===== src/design/vvfe_pkg.sv =====
// ----------------------------------------------------------------------------
// vvfe_pkg
// Shared constants, codes and controller/datapath interface types for the
// voxel visible-face extractor.
// ----------------------------------------------------------------------------
package vvfe_pkg;

	// Chunk geometry
	localparam int CHUNK_SIZE = 16;
	localparam int ID_BITS    = 8;
	localparam int NCELLS     = CHUNK_SIZE * CHUNK_SIZE * CHUNK_SIZE;
	localparam int ADDR_W     = $clog2(NCELLS);
	localparam int CRD_W      = (CHUNK_SIZE > 2) ? $clog2(CHUNK_SIZE) : 1;
	localparam int Q1_W       = $clog2(CHUNK_SIZE * CHUNK_SIZE);

	// Face counter saturation point
	localparam int FACE_LIMIT_RAW = 6 * NCELLS - 1;
	localparam int FACE_LIMIT     = (FACE_LIMIT_RAW > 32767) ? 32767 : FACE_LIMIT_RAW;

	// Reciprocals for index decomposition (exact for indexes below 2^16)
	localparam int RECIP_SHIFT = 28;
	localparam int RECIP_W     = 29;
	localparam int RECIP_N     = ((1 << RECIP_SHIFT) + CHUNK_SIZE - 1) / CHUNK_SIZE;
	localparam int RECIP_NN    = ((1 << RECIP_SHIFT) + CHUNK_SIZE * CHUNK_SIZE - 1)
		/ (CHUNK_SIZE * CHUNK_SIZE);

	// Operation codes
	typedef enum logic [1:0] {
		OP_WRITE = 2'd0,
		OP_EMIT  = 2'd1,
		OP_CLEAR = 2'd2,
		OP_NONE  = 2'd3
	} op_t;

	// Read selects: the six face directions, then the cell itself
	typedef enum logic [2:0] {
		RD_NX     = 3'd0,
		RD_NY     = 3'd1,
		RD_PX     = 3'd2,
		RD_PY     = 3'd3,
		RD_PZ     = 3'd4,
		RD_NZ     = 3'd5,
		RD_CENTER = 3'd6
	} rd_sel_t;

	// Controller to datapath
	typedef struct packed {
		logic    cap;
		logic    wr_en;
		logic    cnt_clr;
		logic    clr_step;
		logic    div1;
		logic    div2;
		logic    rd_en;
		rd_sel_t rd_sel;
		logic    emit_load;
	} ctl_cmd_t;

	// Datapath to controller
	typedef struct packed {
		logic in_range;
		logic clr_done;
		logic out_free;
		logic face_pending;
		logic last_pending;
	} ctl_sts_t;

endpackage


===== src/design/vvfe_ctrl.sv =====
// ----------------------------------------------------------------------------
// vvfe_ctrl
// Sequencer: clearing pass after reset, operation decode, index split,
// seven cell reads per emit and one face per cycle out while the output is free.
// ----------------------------------------------------------------------------
module vvfe_ctrl (
	input  logic                clk,
	input  logic                arst_n,
	input  logic                in_valid,
	input  logic [1:0]          op,
	input  vvfe_pkg::ctl_sts_t  sts,
	output logic                in_ready,
	output vvfe_pkg::ctl_cmd_t  cmd
);

	typedef enum logic [2:0] {
		S_CLEAR,
		S_IDLE,
		S_DIV1,
		S_DIV2,
		S_READ,
		S_WAIT,
		S_EMIT
	} state_t;

	localparam logic [2:0] LAST_RD = 3'(vvfe_pkg::RD_CENTER);

	state_t     state_q;
	logic [2:0] rd_cnt_q;
	logic       accept;

	assign in_ready = (state_q == S_IDLE);
	assign accept   = in_valid && in_ready;

	// Command decode
	always_comb begin
		cmd = '0;
		cmd.rd_sel = vvfe_pkg::rd_sel_t'(rd_cnt_q);
		unique case (state_q)
			S_CLEAR: cmd.clr_step = 1'b1;
			S_IDLE: begin
				if (accept) begin
					cmd.cap = 1'b1;
					unique case (vvfe_pkg::op_t'(op))
						vvfe_pkg::OP_WRITE: cmd.wr_en = sts.in_range;
						vvfe_pkg::OP_CLEAR: cmd.cnt_clr = 1'b1;
						default: ;
					endcase
				end
			end
			S_DIV1: cmd.div1 = 1'b1;
			S_DIV2: cmd.div2 = 1'b1;
			S_READ: cmd.rd_en = 1'b1;
			S_WAIT: ;
			S_EMIT: cmd.emit_load = sts.face_pending && sts.out_free;
			default: ;
		endcase
	end

	// State register
	always_ff @(posedge clk or negedge arst_n) begin
		if (!arst_n) begin
			state_q  <= S_CLEAR;
			rd_cnt_q <= '0;
		end else begin
			unique case (state_q)
				S_CLEAR: begin
					if (sts.clr_done)
						state_q <= S_IDLE;
				end
				S_IDLE: begin
					if (accept && vvfe_pkg::op_t'(op) == vvfe_pkg::OP_EMIT && sts.in_range)
						state_q <= S_DIV1;
				end
				S_DIV1: state_q <= S_DIV2;
				S_DIV2: begin
					rd_cnt_q <= '0;
					state_q  <= S_READ;
				end
				S_READ: begin
					rd_cnt_q <= rd_cnt_q + 3'd1;
					if (rd_cnt_q == LAST_RD)
						state_q <= S_WAIT;
				end
				S_WAIT: state_q <= S_EMIT;
				S_EMIT: begin
					if (!sts.face_pending)
						state_q <= S_IDLE;
					else if (sts.out_free && sts.last_pending)
						state_q <= S_IDLE;
				end
				default: state_q <= S_IDLE;
			endcase
		end
	end

endmodule


===== config.mk =====
export PLATFORM = sky130hd
export DESIGN_NAME = vvfe_ctrl
export DESIGN_NICKNAME = d
export VERILOG_FILES = /design/src/design/vvfe_pkg.sv /design/src/design/vvfe_ctrl.sv
export SDC_FILE = /design/constraint.sdc
export NUM_CORES = 1
export LEC_CHECK = 0
export ABC_AREA = 1
export BUFFER_PORTS_ARGS = -buffer_cell sky130_fd_sc_hd__buf_2
export CORE_AREA = 2 2 39 41
export CTS_BUF_LIST = sky130_fd_sc_hd__clkbuf_8
export CTS_CLUSTER_SIZE = 24
export DETAILED_ROUTE_END_ITERATION = 8
export DIE_AREA = 0 0 41 43
export PLACE_DENSITY = 0.73
export SLEW_MARGIN = 15
export SYNTH_ARGS = -nofsm -noshare
export SYNTH_HDL_FRONTEND = slang
export SYNTH_SLANG_ARGS = --single-unit

===== constraint.sdc =====
create_clock -name clk -period 1.2 [get_ports clk]
set_input_delay 0.06 -clock clk [delete_from_list [all_inputs] [get_ports clk]]
set_output_delay 0.06 -clock clk [all_outputs]
set_load 0.05 [all_outputs]

Word level (Yosys, flattened, before mapping)
Cells that the tools add are included.
- muxes and demuxes: 16
- $add $sub $neg: 1
- reductions and logical operators: 9
- eq/ne operators: 13
- operators by type and width (operator ; number):
    two-way mux 3 bit ; 7
    one-hot mux 3 bit (7 select lines) ; 1
    == test 3 bit (second input constant) ; 4
    two-way mux 1 bit ; 7
    == test 3 x 2 -> 1 bit (second input constant) ; 2
    one-hot mux 3 bit (2 select lines) ; 1
    logical AND 1 bit ; 5
    inequality test 2 bit (second input constant) ; 2
    AND reduction 4 bit ; 1
    adder 3 x 1 -> 3 bit (second input constant) ; 1
    == test 3 x 1 -> 1 bit (second input constant) ; 1
    zero test 3 bit ; 1
    inequality test 3 bit (second input constant) ; 1
    == test 2 x 1 -> 1 bit (second input constant) ; 1
    == test 2 bit (second input constant) ; 1
    zero test 2 bit ; 1
    inequality test 2 x 1 -> 1 bit (second input constant) ; 1
    nonzero test 2 bit ; 1
- input bits: 10
- flip-flop bits (word level): 6
- output and inout port bits: 12
- word-level logic and storage cells: 41

Depth between registers and ports, before layout
Gate-level depths: netlist of the first run.
- depth after elaboration: 6
- gate-level depth with buffers: 8
- gate-level depth less buffers: 8

Worst setup path after synthesis of the first run
OpenSTA, ideal clock, no wires.
- kind: register to output
- from: register state_q[1]
- to: output port cmd[8] in the netlist's numbering
- slack: -0.915 ns
- arrival: 2.055 ns
- cell stages (with the launch flop): 6
- data required time: 1.140 ns
- path buffers: 0
- cell sequence: dfrtp_1 inv_2 nand2_2 nor2_4 nand2_1 nor3_1
- RTL lines (what ; RTL line ; RTL):
    start: declaration ; vvfe_ctrl.sv:28 ; state_t state_q;
    start signal: assignment ; vvfe_ctrl.sv:63 ; state_q <= S_CLEAR;
    start signal: assignment ; vvfe_ctrl.sv:69 ; state_q <= S_IDLE;
    start signal: assignment ; vvfe_ctrl.sv:73 ; state_q <= S_DIV1;
    end: declaration ; vvfe_ctrl.sv:13 ; output vvfe_pkg::ctl_cmd_t cmd

==> results.yml, run 1 <==
cts:
  clockBufferDepth: 2
  worstSkewPairLatency_ns: 0.22
  clock_sinks: 6
  cts_root_buf: "clkbuf_8"
  cts_tree: "yes"
  htreeDepth: 1
  cts.reportedPaths.clkPinSlew_ns: 0.04
  cts_made_buffers: 3
global_routing:
  track_usage_pct: 19.8
  grt_pass1_vias: 572
  grt_pass1_wl_um: 2280
  grt_max_degree: 7
  grt_antenna_before_repair: 0
  grt_overflow: 0
cells_and_area:
  finalInstanceArea_um2: 955
  layout_commonest_cell: "nand2_1"
  fillers: 114
  finalNonFillerCells: 124
  syn_to_final_growth_pct: 103
  drive_above_1_share_pct: 66.7
  antennaDiodeCount: 0
  final_cell_mix: "nand2_1, buf_2, buf_4"
  regArea_um2: 155
  multi_input_area_um2: 400
  final_net_count: 123
timing:
  setup_viol: 11
  rsz0062_at_grt: "yes"
  fin_skew_ns: 0.00161
  fin_ws_ns: -0.125
  final.period_utilization_pct: 110
  finalSetupTns_ns: -0.700
  maxSlewViolCount: 0
  worstMarginPinSlew_ns: 0.249
  post-route-min-period_ns: 1.32
  finalHoldViolations: 0
  slew_headroom_pct: 83.5
  fmax_mhz: 755
synth:
  synth_fp_nets: 85
  synth_area_um2: 470
  syn_area_per_cell_um2: 6.53
  synth_cell_type_count: 16
  yosysWarnings: 0
  synth_cells: 72
  ys_seq_area_share_pct: 31.9
  ys_seq_elements: 6
pwr:
  peakVddDrop_mv: 1.72
  p_total_w: 0.00286
  p_per_area_nw_per_um2: 3000
  p_leak_nw: 0.501
min_path:
  min_path_type: "in -> async"
die:
  die_height_um: 43
  die_w_um: 41
  start_util_pct: 34.0
  die_area_um2: 1760
  rows: 14
  boundaryPins: 22
  core_um2: 1380
job:
  drv_cap: 0
place:
  place_inst: 113
  port_buffers: 21
  gp_congestion: 0.813
  dpl_worst_slack_ns: -0.0548
  dpl_cell_area_um2: 669
  hpwl_um: 1020
critical_path:
  crit_type: "reg -> out"
  arrival_ns: 1.26
  cp.required_ns: 1.14
  start_kind: "register"
  crit_fanout: 4
  r2r-start: "state_q[1]$_DFFE_PN0P_"
  setup.worst_path.start: "state_q[1]$_DFFE_PN0P_"
  endpoint_kind: "primary output"
detailed_routing:
  drcViolationCount: 0
  post_drt_wl_per_cell_um: 12.2
  drt-total-wl_um: 1510
  drt-vias-per-instance: 4.83
  ant_nets: 0
  drt_iter0_drc: 4
  vias: 599
  drtPass1Iterations: 2
outcome:
  outcome: "finished with violations"
  violations: "negative setup slack"
-- metrics by stage --
step	hold slack, ns	util, %
3_5_place_dp	-0.0989	48.4
2_1_floorplan	-0.236	-
4_1_cts	0.195	59.5
6_report	0.196	69.0
3_3_place_gp	-0.106	48.4
5_1_grt	0.230	69.0
-- worst paths after layout --
path / to / slack [ns] / cells after the start
hold reg to reg: rd_cnt_q[1]$_DFFE_PN0P_ / 0.54 / 2
setup / recovery: cmd[4] / -0.12 / 5
max in group asynchronous: rd_cnt_q[1]$_DFFE_PN0P_ / 0.83 / 2
setup reg to reg: state_q[0]$_DFFE_PN0P_ / -0.04 / 7
min in group clk: state_q[0]$_DFFE_PN0P_ / 0.22 / 5
hold / removal: rd_cnt_q[0]$_DFFE_PN0P_ / 0.20 / 2
-- area by class of cell --
cell class                      count  area share [%]
Timing Repair Buffer               33            29.0
Inverter                           14            6.42
Multi-Input combinational cell     52            41.9
Clock buffer                        3            4.33
Sequential cell                     6            16.3
Tap cell                           16            2.10
-- where the power goes --
group          switching (W)  internal (W)
Combinational        0.00127      0.000841
Sequential          0.000137      0.000307
Clock              0.0000948      0.000216
Total                0.00150       0.00136
-- sequential cells by signal, summed over array words and instances, names as in the netlist --
register	flops
rd_cnt_q	3
state_q	3
-- worst max-delay path: stages, from the launching register on --
cell and delay (ns):
dfrtp_1 0.39, buf_6 0.14, nor2_4 0.19, nand2_4 0.10, clkinvlp_4 0.09, buf_8 0.14
-- cell families after synthesis --
| kind of cell | after synthesis | share of synthesized area [%] |
|---|---|---|
| AND/OR/NAND/NOR | 42 | 40.2 |
| flip-flops | 6 | 31.9 |
| AO/OA/AOI/OAI | 6 | 6.91 |
| buffers and inverters | 14 | 11.2 |
| adder cells (fa/ha/maj) | 3 | 7.98 |
| XOR/XNOR | 1 | 1.86 |
-- routing by layer --
metal  vias to the layer above  part of all wire, %  GRT usage [%]
met5                         -                    0              0
met1                       277                   36           21.2
met3                         4                  4.9           5.24
li1                        298                    -              -
met2                        20                   57           33.1
met4                         0                  2.1           10.0
-- Yosys cell counts --
library cell   n  share of area, %
nor3_1         2               2.1
nand3_1        8               8.5
nand2_2        2               2.7
nor2_1         8               6.4
ha_1           3               8.0
dfrtp_1        6                32
nor2_4         1               2.4
nand3b_1       1               1.6
nand2_1       19                15
xnor2_1        1               1.9
inv_2          2               1.6
o21ai_1        2               2.1
inv_1         12               9.6
o21bai_1       1               1.6
o21ai_0        3               3.2
nor2_2         1               1.3
-- what timing repair did --
action	in CTS	in global routing
pin swaps	5	6
endpoints found under the setup margin	13	14
resized for setup	30	25
buffers inserted	1	6
hold endpoints to repair	6	0
hold buffers	1	0
(Power assumes the default switching activity.)
==> run 2, diff against run 1 <==
--- a/config.mk
+++ b/config.mk
@@ -6,13 +6,13 @@
 export NUM_CORES = 1
 export LEC_CHECK = 0
 export ABC_AREA = 1
-export BUFFER_PORTS_ARGS = -buffer_cell sky130_fd_sc_hd__buf_2
 export CORE_AREA = 2 2 39 41
 export CTS_BUF_LIST = sky130_fd_sc_hd__clkbuf_8
 export CTS_CLUSTER_SIZE = 24
 export DETAILED_ROUTE_END_ITERATION = 8
 export DIE_AREA = 0 0 41 43
-export PLACE_DENSITY = 0.73
+export DONT_BUFFER_PORTS = 1
+export PLACE_DENSITY = 0.58
 export SLEW_MARGIN = 15
 export SYNTH_ARGS = -nofsm -noshare
 export SYNTH_HDL_FRONTEND = slang
==> run 2 against run 1 <==
Net effect:
- the run still ends with negative setup slack left
- fmax down 2.3%
- combinational power down 9%
- clock-buffer cell count unchanged
- hold slack worse by 0.12 ns
- utilization down 5.7 points
- flip-flop and latch count unchanged
- cell count down 9.7%
- register-to-register slack better by 0.02 ns
- design area down 8.3%
- clock power up 3%
==> results.yml, run 2 (synthesis gave the netlist of run 1 again) <==
critical_path:
  cpPeakStageDelay_ns: 0.40
  worst_path_dominant_cell_family: "simple AND/OR/NAND/NOR gates"
  reg2reg_slack_ns: -0.02
  crit_type: "reg -> out"
  endpoint_kind: "primary output"
  start_kind: "register"
  arrival_ns: 1.30
  cp.required_ns: 1.14
  r2r_cells: 6
  r2r-start: "state_q[0]$_DFFE_PN0P_"
  cpMaxStageDelayCell: "dfrtp_1"
  crit_chain: "inv_2, nand2_2, nor2_4, nand2_4, nor3_4, buf_12"
  rr_endpoint: "rd_cnt_q[1]$_DFFE_PN0P_"
  crit_fanout: 3
  path_buf_inv: 2
detailed_routing:
  drt-total-wl_um: 1270
  post_drt_wl_per_cell_um: 11.3
  drtPass1Iterations: 4
  ant_nets: 0
  drt_iter0_drc: 13
  vias: 521
  drcViolationCount: 0
  drt-vias-per-instance: 4.65
timing:
  rsz0062_at_grt: "yes"
  fin_ws_ns: -0.156
  maxSlewViolCount: 0
  finalHoldViolations: 0
  fin_skew_ns: 0.00287
  post-route-min-period_ns: 1.36
  final.period_utilization_pct: 113
  hold_ws_ns: 0.0744
  slew_headroom_pct: 82.0
  worstMarginPinSlew_ns: 0.269
  fmax_mhz: 737
  setup_viol: 13
cts:
  clock_sinks: 6
  cts_tree: "yes"
  clockBufferDepth: 2
  htreeDepth: 1
  worstSkewPairLatency_ns: 0.23
  cts.reportedPaths.clkPinSlew_ns: 0.04
  cts_made_buffers: 3
  cts_root_buf: "clkbuf_8"
global_routing:
  grt_max_degree: 7
  grt_overflow: 0
  grt_pass1_wl_um: 2030
  grt_pass1_vias: 513
  grt_antenna_before_repair: 0
  track_usage_pct: 17.8
place:
  hpwl_um: 960
  gp_congestion: 0.865
  port_buffers: 0
  dpl_cell_area_um2: 722
min_path:
  whs_endpoint: "state_q[0]$_DFFE_PN0P_"
  min_path_cells: 4
  min_path_type: "in -> reg"
  hp-start: "op[1]"
cells_and_area:
  final_net_count: 110
  multi_input_area_um2: 350
  syn_to_final_growth_pct: 86.2
  drive_above_1_share_pct: 46.9
  antennaDiodeCount: 0
  top_regs: "rd_cnt_q x3, state_q x3"
  final_util_pct: 63.3
  regArea_um2: 154
  final_cell_mix: "nand2_1, inv_1, buf_4"
  fillers: 123
  finalInstanceArea_um2: 876
  layout_commonest_cell: "nand2_1"
die:
  die_height_um: 43
  start_util_pct: 34.0
  die_area_um2: 1760
  boundaryPins: 22
  core_um2: 1380
  die_w_um: 41
  rows: 14
pwr:
  p_per_area_nw_per_um2: 3050
  p_total_w: 0.00267
  peakVddDrop_mv: 1.55
  p_leak_nw: 0.437
outcome:
  outcome: "finished with violations"
  violations: "negative setup slack"
job:
  drv_cap: 0
[run 2: cell types whose count changed in the layout (fill, tap and decap cells not counted), sizes merged]
| cell | change |
|---|---|
| buf | -13 |
| inv | +1 |
[run 2: worst max path at each step]
stage                                      start      to  slack, ns  cells after the start
after floorplan           state_q[1]$_DFFE_PN0P_  cmd[8]      -0.37                      5
after global placement    state_q[1]$_DFFE_PN0P_  cmd[8]      -0.02                      6
after detailed placement  state_q[1]$_DFFE_PN0P_  cmd[8]      -0.01                      6
after CTS                 state_q[0]$_DFFE_PN0P_  cmd[4]      -0.15                      4
after global routing      state_q[0]$_DFFE_PN0P_  cmd[4]      -0.21                      4
final                     state_q[1]$_DFFE_PN0P_  cmd[8]      -0.16                      6
[run 2: timing repair]
action	CTS	global route
pin swaps	4	0
resized for setup	14	3
endpoints found under the setup margin	9	15
setup buffers	3	2
hold endpoints to repair	6	0
hold buffers	1	0
[run 2: stage by stage]
step                      cells  TNS [ns]  worst slack [ns]
final                       112    -0.984            -0.156
after global placement      103   -0.0152           -0.0152
after CTS                   110    -0.805            -0.153
after global routing        112     -1.86            -0.209
after detailed placement    103   -0.0107           -0.0107
after floorplan              72     -1.01            -0.369
[run 2: cell type report]
cell class | count | share of cell area [%]
Sequential cell | 6 | 17.6
Timing Repair Buffer | 20 | 28.6
Clock buffer | 3 | 4.71
Multi-Input combinational cell | 52 | 40.0
Clock inverter | 1 | 0.429
Tap cell | 16 | 2.29
Inverter | 14 | 6.43
[run 2: where the power goes]
group / internal [W] / leakage, nW / total, W / switching, W
logic: 0.000793 / 0.336 / 0.00192 / 0.00112
clock network: 0.000221 / 0.0269 / 0.000320 / 0.0000989
registers: 0.000304 / 0.0747 / 0.000435 / 0.000131
total: 0.00132 / 0.437 / 0.00267 / 0.00135
[run 2: metal layers]
layer  vias up  track usage [%]  part of all wire [%]
met3         2             7.85                   6.4
met1       227             19.3                    41
li1        269                -                     -
met2        23             26.9                    51
met5         -                0                     0
met4         0             11.3                   1.3
[run 2: worst register-to-register path, cell delays in order (launching register included)]
cell and delay, ns:
dfrtp_1 0.43, nor2_2 0.22, nand2_2 0.14, nand2_1 0.12, inv_1 0.06, nand2_1 0.06
o21ai_0 0.07
==> run 3, diff against run 2 <==
--- a/config.mk
+++ b/config.mk
@@ -6,13 +6,15 @@
 export NUM_CORES = 1
 export LEC_CHECK = 0
 export ABC_AREA = 1
-export CORE_AREA = 2 2 39 41
+export CELL_PAD_IN_SITES_DETAIL_PLACEMENT = 2
+export CELL_PAD_IN_SITES_GLOBAL_PLACEMENT = 2
+export CORE_UTILIZATION = 28
 export CTS_BUF_LIST = sky130_fd_sc_hd__clkbuf_8
 export CTS_CLUSTER_SIZE = 24
 export DETAILED_ROUTE_END_ITERATION = 8
-export DIE_AREA = 0 0 41 43
 export DONT_BUFFER_PORTS = 1
-export PLACE_DENSITY = 0.58
+export GPL_ROUTABILITY_DRIVEN = 0
+export PLACE_DENSITY = 0.81
 export SLEW_MARGIN = 15
 export SYNTH_ARGS = -nofsm -noshare
 export SYNTH_HDL_FRONTEND = slang
==> run 3 against run 2 <==
Net effect:
- the run now fails in clock tree synthesis
- area after synthesis stayed put
- synthesized cell count is the same
==> results.yml, run 3 <==
synth:
  synth.most_common_cell: "nand2_1"
  async_reset_ff_share_pct: 100
  synth_fp_nets: 85
  synth_cell_type_count: 16
  yosysTopAreaCell: "dfrtp_1"
  yosysTopAreaCellShare_pct: 31.9
  synthFlopType: "dfrtp_1"
  synth_area_um2: 470
  yosys-top-cells-count: "nand2_1, inv_1, nand3_1, nor2_1, dfrtp_1"
  syn_area_per_cell_um2: 6.53
  synth_cells: 72
  ys_seq_elements: 6
  ys_seq_area_share_pct: 31.9
  synth.area.top_cells: "dfrtp_1, nand2_1, inv_1"
  yosysWarnings: 0
  synth_edf_count: 0
outcome:
  outcome: "did not finish"
  error: "[ERROR DPL-0033] detailed placement checks failed during check placement."
  failing_step: "clock tree synthesis"
cts:
  clockBufferDepth: 2
  cts_hold_buf: 1
  htreeDepth: 1
  cts_made_buffers: 3
  cts_setup_buffers: 11
  cts_root_buf: "clkbuf_8"
  clock_sinks: 6
  cts_resized: 30
die:
  boundaryPins: 22
  die_height_um: 43.0
  start_util_pct: 30.5
  rows: 14
  die_w_um: 43.0
place:
  port_buffers: 0
  hpwl_um: 1420
==> run 3: cell counts after synthesis <==
Identical to the previous run, type by type.
==> run 3: cells by family after synthesis <==
| family | synth area share, % |
|---|---|
| XOR/XNOR | 1.86 |
| AO/OA/AOI/OAI | 6.91 |
| AND/OR/NAND/NOR | 40.2 |
| buffers and inverters | 11.2 |
| adder cells (fa/ha/maj) | 7.98 |
| flip-flops | 31.9 |
==> run 3: stage by stage <==
stage          setup WS [ns]  hold slack (ns)  utilization, %  area [µm²]  std cells
2_1_floorplan         -0.369           -0.236               -         514         72
3_3_place_gp         -0.0344           -0.235            46.3         714        102
3_5_place_dp         -0.0967           -0.235            46.3         714        102
==> run 4, diff against run 3 <==
==> config.mk (replaced) <==
export PLATFORM = sky130hd
export DESIGN_NAME = vvfe_ctrl
export DESIGN_NICKNAME = d
export VERILOG_FILES = /design/src/design/vvfe_pkg.sv /design/src/design/vvfe_ctrl.sv
export SDC_FILE = /design/constraint.sdc
export NUM_CORES = 1
export LEC_CHECK = 0
export ABC_AREA = 1
export CORE_AREA = 2 2 63 65
export DETAILED_ROUTE_END_ITERATION = 8
export DIE_AREA = 0 0 65 67
export DONT_BUFFER_PORTS = 1
export GPL_ROUTABILITY_DRIVEN = 0
export PLACE_DENSITY_LB_ADDON = 0.15
export SLEW_MARGIN = 15
export SYNTH_ARGS = -nofsm -noshare
export SYNTH_HDL_FRONTEND = slang
export SYNTH_SLANG_ARGS = --single-unit
==> constraint.sdc (replaced) <==
create_clock -name clk -period 1.6 [get_ports clk]
set_input_delay 0.08 -clock clk [delete_from_list [all_inputs] [get_ports clk]]
set_output_delay 0.08 -clock clk [all_outputs]
set_load 0.05 [all_outputs]
==> run 4 against run 3 <==
Net effect:
- the run now ends clean
==> results.yml, run 4 (synthesis gave the netlist of run 1 again) <==
cts:
  htreeDepth: 1
  cts_setup_buffers: 0
  worstSkewPairLatency_ns: 0.22
  clock_sinks: 6
  cts.reportedPaths.clkPinSlew_ns: 0.04
  cts_hold_buf: 1
  cts_made_buffers: 3
  cts_tree: "yes"
  clockBufferDepth: 2
  cts_root_buf: "clkbuf_8"
  cts_resized: 0
timing:
  final.period_utilization_pct: 93.5
  worstMarginPinSlew_ns: 0.432
  hold_ws_ns: 0.131
  fmax_mhz: 668
  slew_headroom_pct: 71.2
  fin_skew_ns: 0.00354
  setup_viol: 0
  post-route-min-period_ns: 1.50
  rsz0062_at_grt: "no"
  fin_ws_ns: 0.104
  finalHoldViolations: 0
  maxSlewViolCount: 0
critical_path:
  endpoint_kind: "primary output"
  r2r-start: "state_q[1]$_DFFE_PN0P_"
  arrival_ns: 1.42
  start_kind: "register"
  crit_type: "reg -> out"
  crit_fanout: 5
  crit_chain: "inv_2, nand2_2, nor2_4, nand2_1, nor3_2, buf_4"
  cpPeakStageDelay_ns: 0.44
  setup.worst_path.start: "state_q[1]$_DFFE_PN0P_"
  cp.required_ns: 1.52
  cpMaxStageDelayCell: "dfrtp_1"
global_routing:
  grt_pass1_wl_um: 1950
  grt_antenna_before_repair: 0
  grt_overflow: 0
  grt_pass1_vias: 478
  track_usage_pct: 6.14
  grt_max_degree: 7
die:
  boundaryPins: 22
  start_util_pct: 13.0
  die_w_um: 65
  rows: 22
  core_um2: 3610
  die_height_um: 67
  die_area_um2: 4360
detailed_routing:
  drt-total-wl_um: 1220
  drtPass1Iterations: 4
  ant_nets: 0
  post_drt_wl_per_cell_um: 9.09
  vias: 473
  drcViolationCount: 0
  drt-vias-per-instance: 3.53
  drt_iter0_drc: 7
cells_and_area:
  finalInstanceArea_um2: 679
  syn_to_final_growth_pct: 44.4
  top_regs: "rd_cnt_q x3, state_q x3"
  fillers: 400
  drive_above_1_share_pct: 24.4
  final_cell_mix: "nand2_1, inv_1, buf_4"
  layout_commonest_cell: "nand2_1"
  antennaDiodeCount: 0
  final_net_count: 101
  final_util_pct: 18.8
job:
  drv_cap: 0
place:
  port_buffers: 0
  hpwl_um: 1040
  dpl_cell_area_um2: 628
  dpl_worst_slack_ns: 0.350
outcome:
  outcome: "complete, no violations"
pwr:
  p_total_w: 0.00154
  p_leak_nw: 0.371
  p_per_area_nw_per_um2: 2270
  peakVddDrop_mv: 0.691
min_path:
  hp-start: "op[1]"
  min_path_type: "in -> reg"
[run 4: power by group]
| group | leakage, nW | total (W) | internal (W) | switching, W |
|---|---|---|---|---|
| clock | 0.0216 | 0.000226 | 0.000162 | 0.0000647 |
| sequential | 0.0793 | 0.000301 | 0.000220 | 0.0000814 |
| combinational | 0.271 | 0.00102 | 0.000301 | 0.000715 |
[run 4: path summary, 6_finish.rpt]
kind | endpoint | slack (ns) | cells after the start
setup / recovery | cmd[8] | 0.10 | 6
hold / removal | state_q[0]$_DFFE_PN0P_ | 0.13 | 4
setup reg to reg | state_q[0]$_DFFE_PN0P_ | 0.35 | 6
hold reg to reg | rd_cnt_q[1]$_DFFE_PN0P_ | 0.57 | 2
max in group asynchronous | rd_cnt_q[0]$_DFFE_PN0P_ | 1.18 | 1
min in group asynchronous | rd_cnt_q[2]$_DFFE_PN0P_ | 0.18 | 1
[run 4: per-layer routing]
metal / global-route usage [%] / vias up / share of wire [%]
li1: - / 254 / -
met1: 6.09 / 205 / 44
met4: 2.39 / 0 / 0.33
met2: 10.1 / 12 / 48
met5: 0 / - / 0
met3: 4.22 / 2 / 6.8
[run 4: cell type report]
class | instances | area, µm² | area share, %
clock buffer | 3 | 41.3 | 6.08
inverter | 14 | 52.6 | 7.73
multi-input combinational | 52 | 278 | 40.9
sequential | 6 | 150 | 22.1
tap | 48 | 60.1 | 8.84
timing repair buffer | 11 | 97.6 | 14.4
[run 4: through the flow]
stage               TNS (ns)  cells
floorplan             -0.282     72
global placement           0    130
detailed placement         0    130
CTS                        0    134
global route               0    134
finish                     0    134
[run 4: worst max-delay path: cells and delay by family, from the launching register on]
family        cells  cell delay, ns
flops             1            0.44
simple gates      4            0.43
buf+inv           2            0.32
